$ cat src/rtl/rc4_pkg.sv
// Shared types and constants of the RC4 cipher block.
package rc4_pkg;

   localparam int BYTE_W     = 8;
   localparam int PERM_DEPTH = 256;
   localparam int CSR_ADDR_W = 4;
   localparam int CSR_DATA_W = 64;
   localparam int KEY_LEN_W  = 4;

   // Item kinds.
   localparam logic KIND_RESTART = 1'b0;
   localparam logic KIND_DATA    = 1'b1;

   // Register index (address bit 3).
   localparam logic REG_KEY_BYTES  = 1'b0;
   localparam logic REG_KEY_LENGTH = 1'b1;

   typedef enum logic [2:0] {
      ST_IDLE,
      ST_RD_J,
      ST_RD_T,
      ST_FIN,
      ST_KS_RD,
      ST_KS_W1,
      ST_KS_W2
   } rc4_state_type;

endpackage

$ cat src/rtl/rc4_ram.sv
// Generic single-write, single-read RAM with a registered, read-first read port.
module rc4_ram #(
   parameter int WIDTH = 8,
   parameter int DEPTH = 256
) (
   input  logic                     clock,
   input  logic                     we,
   input  logic [$clog2(DEPTH)-1:0] waddr,
   input  logic [WIDTH-1:0]         wdata,
   input  logic                     re,
   input  logic [$clog2(DEPTH)-1:0] raddr,
   output logic [WIDTH-1:0]         rdata
);

   logic [WIDTH-1:0] mem_ff [DEPTH];
   logic [WIDTH-1:0] rdata_ff;

   always_ff @(posedge clock) begin
      if (we) begin
         mem_ff[waddr] <= wdata;
      end
      if (re) begin
         rdata_ff <= mem_ff[raddr];
      end
   end

   assign rdata = rdata_ff;

endmodule

$ cat src/rtl/rc4_stream_cipher.sv
// RC4 stream cipher: key schedule, keystream generation and byte XOR around one RAM.
// A data beat's result is registered as it leaves ST_FIN, which waits for a free result register.
// New beats enter in idle or as the last one finishes, set by the RAM's single read and write port.
// A restart beat runs the key schedule over all 256 entries and gives no result.
// Reset is synchronous: the permutation reads as identity, indices zero, key 0 of length 1.
module rc4_stream_cipher #(
   parameter int MAX_KEY_BYTES = 8
) (
   input  logic                            clock,
   input  logic                            reset,
   // Input channel.
   input  logic                            req_valid,
   output logic                            req_ready,
   input  logic                            req_kind,
   input  logic [rc4_pkg::BYTE_W-1:0]      req_data_in,
   // Result channel.
   output logic                            rsp_valid,
   input  logic                            rsp_ready,
   output logic [rc4_pkg::BYTE_W-1:0]      rsp_data_out,
   // Configuration port.
   input  logic                            csr_psel,
   input  logic                            csr_penable,
   input  logic                            csr_pwrite,
   input  logic [rc4_pkg::CSR_ADDR_W-1:0]  csr_paddr,
   input  logic [rc4_pkg::CSR_DATA_W-1:0]  csr_pwdata,
   output logic [rc4_pkg::CSR_DATA_W-1:0]  csr_prdata,
   output logic                            csr_pready
);

   localparam int BW  = rc4_pkg::BYTE_W;
   localparam int AW  = $clog2(rc4_pkg::PERM_DEPTH);
   localparam int KLW = rc4_pkg::KEY_LEN_W;
   // Width of the key byte position counter.
   localparam int KPW = (MAX_KEY_BYTES > 1) ? $clog2(MAX_KEY_BYTES) : 1;
   localparam logic [KLW-1:0] MAX_LEN = KLW'(MAX_KEY_BYTES);

   // ------------------------------------------------------------------
   // Configuration registers. The register index is address bit 3, so
   // the two 64-bit registers sit at byte addresses 0 and 8.
   // ------------------------------------------------------------------
   logic [rc4_pkg::CSR_DATA_W-1:0] key_bytes_ff, key_bytes_in;
   logic [KLW-1:0]                 key_length_ff, key_length_in;
   logic                           csr_write;
   logic                           csr_index;

   assign csr_pready = 1'b1;
   assign csr_index  = csr_paddr[3];
   assign csr_write  = csr_psel && csr_penable && csr_pwrite;

   always_comb begin
      key_bytes_in  = key_bytes_ff;
      key_length_in = key_length_ff;
      if (csr_write) begin
         if (csr_index == rc4_pkg::REG_KEY_BYTES) begin
            key_bytes_in = csr_pwdata;
         end else begin
            key_length_in = csr_pwdata[KLW-1:0];
         end
      end
   end

   assign csr_prdata = (csr_index == rc4_pkg::REG_KEY_LENGTH) ?
                       rc4_pkg::CSR_DATA_W'(key_length_ff) : key_bytes_ff;

   // ------------------------------------------------------------------
   // Permutation RAM. The memory itself is never cleared. A per-entry
   // valid bit marks entries written since the last reset or restart;
   // an entry without it reads as its own address, which is exactly the
   // identity permutation that both reset and the key schedule start from.
   // ------------------------------------------------------------------
   logic          mem_we;
   logic [AW-1:0] mem_waddr;
   logic [BW-1:0] mem_wdata;
   logic          mem_re;
   logic [AW-1:0] mem_raddr;
   logic [BW-1:0] mem_rdata;

   rc4_ram #(
      .WIDTH (BW),
      .DEPTH (rc4_pkg::PERM_DEPTH)
   ) u_perm_ram (
      .clock (clock),
      .we    (mem_we),
      .waddr (mem_waddr),
      .wdata (mem_wdata),
      .re    (mem_re),
      .raddr (mem_raddr),
      .rdata (mem_rdata)
   );

   logic [rc4_pkg::PERM_DEPTH-1:0] valid_ff, valid_in;
   logic                           valid_clear;
   // Valid bit and address captured with each read, so the read data can
   // be replaced by the identity value when the entry was never written.
   logic                           rd_valid_ff, rd_valid_in;
   logic [AW-1:0]                  rd_addr_ff, rd_addr_in;
   logic [BW-1:0]                  rd_value;

   assign rd_value = rd_valid_ff ? mem_rdata : rd_addr_ff;

   always_comb begin
      valid_in = valid_ff;
      if (valid_clear) begin
         valid_in = '0;
      end else if (mem_we) begin
         valid_in[mem_waddr] = 1'b1;
      end
      rd_valid_in = rd_valid_ff;
      rd_addr_in  = rd_addr_ff;
      if (mem_re) begin
         rd_valid_in = valid_ff[mem_raddr];
         rd_addr_in  = mem_raddr;
      end
   end

   // ------------------------------------------------------------------
   // Sequencer state and working registers.
   // ------------------------------------------------------------------
   rc4_pkg::rc4_state_type state_ff, state_in;

   logic [BW-1:0]  i_ff, i_in;        // index_i, already advanced for the beat in flight
   logic [BW-1:0]  j_ff, j_in;        // index_j
   logic [BW-1:0]  si_ff, si_in;      // S[i] of a data beat, or S[n] in the key schedule
   logic [BW-1:0]  sj_ff, sj_in;      // S[j] of a data beat
   logic [BW-1:0]  data_ff, data_in;  // data byte of the beat in flight
   logic [AW-1:0]  n_ff, n_in;        // key schedule entry counter
   logic [BW-1:0]  acc_ff, acc_in;    // key schedule running index
   logic [KPW-1:0] kpos_ff, kpos_in;  // key byte position, cycles through the key length

   // The RAM reads old data when a read meets a write to the same entry in
   // one cycle. Such collisions are known at issue time, so the value being
   // written is kept here and replaces the stale read data when it arrives.
   logic           fwd_hit_ff, fwd_hit_in;
   logic [BW-1:0]  fwd_val_ff, fwd_val_in;
   // The keystream read S[t] overlaps the swap: S[i] is written in the
   // same cycle and S[j] in the cycle after, so both are matched against t.
   logic           hit_i_ff, hit_i_in;
   logic           hit_j_ff, hit_j_in;

   logic           rsp_valid_ff, rsp_valid_in;
   logic [BW-1:0]  rsp_data_ff, rsp_data_in;

   logic           out_free;
   logic [BW-1:0]  first_value;
   logic [KLW-1:0] eff_len;
   logic [KLW-1:0] eff_len_m1;
   logic [BW-1:0]  key_byte;
   logic [BW-1:0]  next_i;
   logic [BW-1:0]  j_next;
   logic [BW-1:0]  t_addr;
   logic [BW-1:0]  acc_next;
   logic [BW-1:0]  keystream;

   // The result register frees up when it is empty or being taken now.
   assign out_free = !rsp_valid_ff || rsp_ready;

   // First read of a step: forwarded value if it collided with a write.
   assign first_value = fwd_hit_ff ? fwd_val_ff : rd_value;

   // A key length of zero acts as one; lengths above the maximum saturate.
   always_comb begin
      if (key_length_ff == '0) begin
         eff_len = KLW'(1);
      end else if (key_length_ff > MAX_LEN) begin
         eff_len = MAX_LEN;
      end else begin
         eff_len = key_length_ff;
      end
   end
   assign eff_len_m1 = eff_len - KLW'(1);

   assign key_byte  = key_bytes_ff[{kpos_ff, 3'b000} +: BW];
   assign next_i    = i_ff + BW'(1);
   assign j_next    = j_ff + first_value;
   assign t_addr    = si_ff + rd_value;
   assign acc_next  = acc_ff + first_value + key_byte;
   assign keystream = hit_j_ff ? si_ff : (hit_i_ff ? sj_ff : rd_value);

   always_comb begin
      state_in     = state_ff;
      i_in         = i_ff;
      j_in         = j_ff;
      si_in        = si_ff;
      sj_in        = sj_ff;
      data_in      = data_ff;
      n_in         = n_ff;
      acc_in       = acc_ff;
      kpos_in      = kpos_ff;
      fwd_hit_in   = fwd_hit_ff;
      fwd_val_in   = fwd_val_ff;
      hit_i_in     = hit_i_ff;
      hit_j_in     = hit_j_ff;
      rsp_valid_in = rsp_valid_ff && !rsp_ready;
      rsp_data_in  = rsp_data_ff;
      req_ready    = 1'b0;
      mem_we       = 1'b0;
      mem_waddr    = '0;
      mem_wdata    = '0;
      mem_re       = 1'b0;
      mem_raddr    = '0;
      valid_clear  = 1'b0;

      case (state_ff)
         rc4_pkg::ST_IDLE: begin
            req_ready = 1'b1;
         end
         rc4_pkg::ST_RD_J: begin
            // S[i] is here: advance j and fetch S[j].
            si_in      = first_value;
            j_in       = j_next;
            mem_re     = 1'b1;
            mem_raddr  = j_next;
            fwd_hit_in = 1'b0;
            state_in   = rc4_pkg::ST_RD_T;
         end
         rc4_pkg::ST_RD_T: begin
            // S[j] is here: first half of the swap, then fetch S[S[i]+S[j]].
            sj_in     = rd_value;
            mem_we    = 1'b1;
            mem_waddr = i_ff;
            mem_wdata = rd_value;
            mem_re    = 1'b1;
            mem_raddr = t_addr;
            hit_i_in  = (t_addr == i_ff);
            hit_j_in  = (t_addr == j_ff);
            state_in  = rc4_pkg::ST_FIN;
         end
         rc4_pkg::ST_FIN: begin
            // Second half of the swap. It is repeated harmlessly while the
            // result register is still occupied.
            mem_we    = 1'b1;
            mem_waddr = j_ff;
            mem_wdata = si_ff;
            if (out_free) begin
               rsp_valid_in = 1'b1;
               rsp_data_in  = data_ff ^ keystream;
               req_ready    = 1'b1;
               state_in     = rc4_pkg::ST_IDLE;
            end
         end
         rc4_pkg::ST_KS_RD: begin
            // S[n] is here: step the running index and fetch S[acc].
            si_in     = first_value;
            acc_in    = acc_next;
            mem_re    = 1'b1;
            mem_raddr = acc_next;
            state_in  = rc4_pkg::ST_KS_W1;
         end
         rc4_pkg::ST_KS_W1: begin
            mem_we    = 1'b1;
            mem_waddr = n_ff;
            mem_wdata = rd_value;
            state_in  = rc4_pkg::ST_KS_W2;
         end
         rc4_pkg::ST_KS_W2: begin
            // Finish the swap and, unless this was the last entry, fetch the
            // next one in the same cycle.
            mem_we    = 1'b1;
            mem_waddr = acc_ff;
            mem_wdata = si_ff;
            if (KLW'(kpos_ff) == eff_len_m1) begin
               kpos_in = '0;
            end else begin
               kpos_in = kpos_ff + KPW'(1);
            end
            if (n_ff == AW'(rc4_pkg::PERM_DEPTH - 1)) begin
               i_in     = '0;
               j_in     = '0;
               state_in = rc4_pkg::ST_IDLE;
            end else begin
               n_in       = n_ff + AW'(1);
               mem_re     = 1'b1;
               mem_raddr  = n_ff + AW'(1);
               fwd_hit_in = ((n_ff + AW'(1)) == acc_ff);
               fwd_val_in = si_ff;
               state_in   = rc4_pkg::ST_KS_RD;
            end
         end
         default: begin
            state_in = rc4_pkg::ST_IDLE;
         end
      endcase

      // Start of a new beat, taken in idle or while the last one finishes.
      if (req_valid && req_ready) begin
         if (req_kind == rc4_pkg::KIND_DATA) begin
            i_in       = next_i;
            data_in    = req_data_in;
            mem_re     = 1'b1;
            mem_raddr  = next_i;
            fwd_hit_in = mem_we && (mem_waddr == next_i);
            fwd_val_in = mem_wdata;
            state_in   = rc4_pkg::ST_RD_J;
         end else begin
            // Restart: all entries fall back to identity at once, so entry 0
            // reads as zero regardless of what the RAM returns.
            valid_clear = 1'b1;
            n_in        = '0;
            acc_in      = '0;
            kpos_in     = '0;
            mem_re      = 1'b1;
            mem_raddr   = '0;
            fwd_hit_in  = 1'b1;
            fwd_val_in  = '0;
            state_in    = rc4_pkg::ST_KS_RD;
         end
      end
   end

   always_ff @(posedge clock) begin
      if (reset) begin
         state_ff      <= rc4_pkg::ST_IDLE;
         i_ff          <= '0;
         j_ff          <= '0;
         valid_ff      <= '0;
         rsp_valid_ff  <= 1'b0;
         fwd_hit_ff    <= 1'b0;
         key_bytes_ff  <= '0;
         key_length_ff <= KLW'(1);
      end else begin
         state_ff      <= state_in;
         i_ff          <= i_in;
         j_ff          <= j_in;
         valid_ff      <= valid_in;
         rsp_valid_ff  <= rsp_valid_in;
         fwd_hit_ff    <= fwd_hit_in;
         key_bytes_ff  <= key_bytes_in;
         key_length_ff <= key_length_in;
      end
   end

   always_ff @(posedge clock) begin
      si_ff       <= si_in;
      sj_ff       <= sj_in;
      data_ff     <= data_in;
      n_ff        <= n_in;
      acc_ff      <= acc_in;
      kpos_ff     <= kpos_in;
      fwd_val_ff  <= fwd_val_in;
      hit_i_ff    <= hit_i_in;
      hit_j_ff    <= hit_j_in;
      rd_valid_ff <= rd_valid_in;
      rd_addr_ff  <= rd_addr_in;
      rsp_data_ff <= rsp_data_in;
   end

   assign rsp_valid    = rsp_valid_ff;
   assign rsp_data_out = rsp_data_ff;

endmodule

$ cat config.mk
export PLATFORM = sky130hd
export DESIGN_NAME = rc4_stream_cipher
export DESIGN_NICKNAME = d
export VERILOG_FILES = /design/src/rtl/rc4_pkg.sv /design/src/rtl/rc4_ram.sv /design/src/rtl/rc4_stream_cipher.sv
export SDC_FILE = /design/constraint.sdc
export NUM_CORES = 2
export LEC_CHECK = 0
export BUFFER_PORTS_ARGS = -buffer_cell sky130_fd_sc_hd__buf_2
export CELL_PAD_IN_SITES_DETAIL_PLACEMENT = 2
export CELL_PAD_IN_SITES_GLOBAL_PLACEMENT = 2
export CORE_MARGIN = 8
export CORE_UTILIZATION = 30
export DETAILED_ROUTE_END_ITERATION = 10
export PLACE_DENSITY = 0.6
export SYNTH_ARGS = -nofsm -noshare
export SYNTH_HDL_FRONTEND = slang
export SYNTH_SLANG_ARGS = --single-unit
$ cat constraint.sdc
create_clock -name clock -period 15 [get_ports clock]
set_clock_uncertainty 0.15 [all_clocks]
set_input_delay 0 -clock clock [delete_from_list [all_inputs] [get_ports clock]]
set_output_delay 0 -clock clock [all_outputs]
set_load 0.01 [all_outputs]
==> flow_summary.json <==
{
  "outcome": "finished, violations left",
  "violations": "max-capacitance violations, max-slew violations",
  "htree_levels": 5,
  "synth_area_leaders": "edfxtp_1 62%, dfxtp_1 7.2%, nand2_1 6.8%",
  "cp.arrival_ps": 10130,
  "worst_path_max_delay_cell": "o31ai_1",
  "core_um2": 339000,
  "syn_inst": 8101,
  "yosysMostFrequentCell": "edfxtp_1",
  "crit_chain": "mux2i_1, inv_1, mux2i_1, fa_1, inv_1, ha_1, inv_1, fa_1, o22a_4, o211a_4, inv_16, buf_4, buf_4, buf_4, and3_1, a31oi_1, nand4_1, a41oi_1, o31ai_1, a41oi_1, a31oi_1",
  "dpl-instance-area_um2": 108000,
  "hold_viol": 0,
  "fmax_ghz": 0.105,
  "insertion_delay_ps": 930,
  "syn_nets": 8220,
  "num_vias": 72473,
  "r2r_slack_ps": 5460,
  "r2r_cells": 21,
  "final_cells": 13240,
  "gp_congestion": 0.806,
  "yosysTopAreaCell": "edfxtp_1",
  "ys_ff_latch": 2471,
  "yosys_most_used_dff": "edfxtp_1",
  "cp-start-kind": "flip-flop",
  "powerDensity_nw_per_um2": 229,
  "yosysWarnings": 0,
  "endpoint_kind": "flip-flop",
  "grt_util_met3_pct": 3.78,
  "die_h_um": 599,
  "clkTransAtPathRegs_ps": 60,
  "gr-usage-met2_pct": 37.8,
  "finalCritPeriodShare_pct": 63.6,
  "rows": 214,
  "whs_path_depth": 4,
  "postCtsResizedCells": 0,
  "worstHoldPathType": "in2reg",
  "syn_area_um2": 102000,
  "tightestPinTransition_ps": 1490,
  "grt_usage_pct": 22.8,
  "areaGrowthSynthToFinish_pct": 17.5,
  "drv_slew": 1,
  "die_area_um2": 359000,
  "whs_endpoint": "valid_ff[240]",
  "cts_root_buf": "clkbuf_16",
  "synth_top_area_share_pct": 62.1,
  "setup_tns_ps": 0,
  "async_flop_share_pct": 0,
  "cp.required_ps": 15590,
  "worst_hold_startpoint": "reset",
  "grt_setup_unrepaired": "no",
  "routed_wl_mm": 423,
  "slew_headroom_pct": -1.04,
  "fin_total_pwr_mw": 27.4,
  "io_buffers": 154,
  "avgSynthCellArea_um2": 12.6,
  "design_area_um2": 120000,
  "routedWlPerCell_um": 31.9,
  "setup_viol": 0,
  "ant_nets": 0,
  "dr.pass1.iters": 5,
  "via_per_inst": 5.47,
  "grt_pass1_wl_mm": 593,
  "cts_tree": "built",
  "min_period_ps": 9540,
  "grt_remaining_overflow": 0,
  "grt_start_max_net_pins": 149,
  "whs_ps": 161,
  "antenna_found_initial": 38,
  "synth_edf_count": 2107,
  "clk_path_buf_depth": 4,
  "drc": 0,
  "slowest_delay_ps": 740,
  "io_pins": 159,
  "seq_area_frac_synth_pct": 69.2,
  "drive_gt1_share_pct": 10.3,
  "p_leak_nw": 40.4,
  "grt_pass1_vias": 76773,
  "rr_endpoint": "u_perm_ram.rdata[7]",
  "grt.met1_usage_pct": 30.0,
  "r2r-start": "rd_valid_ff",
  "nets": 8568,
  "start_util_pct": 30.1,
  "die_x_um": 599,
  "max_cap_violations": 1,
  "drtIter0Drc": 6058,
  "worstPathMaxFanout": 50,
  "synthTopCellsByCount": "2107 x edfxtp_1, 1854 x nand2_1, 678 x nand3_1",
  "grt_busiest_layer": "met2",
  "dp.cells": 12408,
  "peakVddDrop_v": 0.000209,
  "cts_buffers": 291,
  "numClockSinks": 2471,
  "synth.distinct_cells": 97,
  "hpwl_mm": 250,
  "path_class": "reg2reg"
}
cell type report:
type                            count  area, um^2
Clock inverter                    111         846
Timing Repair Buffer              629        5230
Inverter                           38         189
Sequential cell                  2471       70600
Multi-Input combinational cell   5018       28900
Fill cell                       34850      219000
Tap cell                         4536        5680
Antenna cell                       15        37.5
Clock buffer                      422        8310
worst max path at each step:
stage / from / end / slack (ps) / depth (start not counted)
finish: rd_valid_ff / u_perm_ram.rdata[7] / 5460 / 21
global route: rd_valid_ff / u_perm_ram.rdata[7] / 5270 / 21
CTS: rd_valid_ff / u_perm_ram.rdata[7] / 5430 / 21
detailed placement: rd_valid_ff / u_perm_ram.rdata[7] / 5460 / 21
global placement: rd_valid_ff / u_perm_ram.rdata[7] / 5670 / 21
floorplan: state_ff[0] / u_perm_ram.mem_ff[0][1] / 9160 / 6
per-stage QoR:
| stage | setup slack, ps | util, % |
|---|---|---|
| floorplan | 9160 | - |
| global placement | 5670 | 31.8 |
| detailed placement | 5460 | 31.8 |
| CTS | 5430 | 35.3 |
| global route | 5270 | 35.3 |
| finish | 5460 | 35.3 |
worst max-delay path: cells and delay by family (launching register included):
| family | cells | cell delay (ps) |
|---|---|---|
| compound gates | 7 | 2830 |
| buf+inv | 7 | 2610 |
| fa+ha+maj | 3 | 1330 |
| mux | 2 | 1040 |
| flops | 1 | 690 |
| simple gates | 2 | 400 |
timing repair:
item	CTS	global route
setup endpoints to repair	0	0
hold buffers	284	0
buffers inserted	0	0
hold endpoints to repair	169	0
cell usage in the layout (no fill, tap or decap), types with 37 or more instances in the layout:
master | Yosys | layout
edfxtp_1 | 2107 | 2107
nand2_1 | 1854 | 1838
nand3_1 | 678 | 674
dfxtp_1 | 364 | 364
nor2_1 | 344 | 334
clkbuf_16 | 0 | 304
mux2i_1 | 286 | 286
dlygate4sd3_1 | 0 | 284
o21a_1 | 263 | 262
a21oi_1 | 242 | 242
buf_4 | 46 | 178
buf_2 | 289 | 153
a31oi_1 | 144 | 144
o21ai_0 | 115 | 114
and3_1 | 105 | 105
a311oi_1 | 103 | 103
clkbuf_1 | 190 | 92
nor2b_1 | 81 | 81
a211oi_1 | 78 | 78
nand4_1 | 67 | 67
clkinv_2 | 0 | 46
o2111a_1 | 46 | 46
xor2_1 | 39 | 39
a32oi_1 | 38 | 38
mux2_2 | 37 | 37
clkinv_1 | 1 | 37
sequential cells by signal, indices dropped and copies added, names as in the netlist, 4 cells and up:
| name | count |
|---|---|
| key_length_ff | 4 |
| n_ff | 8 |
| u_perm_ram.rdata | 8 |
| valid_ff | 256 |
| rd_addr_ff | 8 |
| j_ff | 8 |
| data_ff | 8 |
| rsp_data_out | 8 |
| i_ff | 8 |
| key_bytes_ff | 64 |
| acc_ff | 8 |
| u_perm_ram.mem_ff | 2048 |
| fwd_val_ff | 8 |
| si_ff | 8 |
| sj_ff | 8 |
routing by layer:
layer	share of wire [%]	wire, um	vias to the layer above
met4	4.1	17200	10
met1	43	181000	38734
met3	5.8	24600	701
met2	47	200000	2272
li1	-	-	30756
met5	0.016	68	-
power breakdown:
group          switching [mW]  total (mW)  internal, mW
sequential             0.0991        8.07          7.97
combinational            9.45        12.4          2.93
clock                    2.95        6.96          4.01
cells by family (layout without fill, tap and decap cells):
| family | Yosys count | count (layout) | synth area share (%) |
|---|---|---|---|
| xor+xnor | 73 | 73 | 0.627 |
| buf+inv | 612 | 1200 | 2.86 |
| other cells | 1 | 16 | 0.00368 |
| mux | 346 | 346 | 3.73 |
| compound gates | 1318 | 1318 | 9.27 |
| simple gates | 3245 | 3245 | 13.8 |
| fa+ha+maj | 35 | 35 | 0.503 |
| flops | 2471 | 2471 | 69.2 |
No activity file was read; power rests on OpenSTA's default activity.
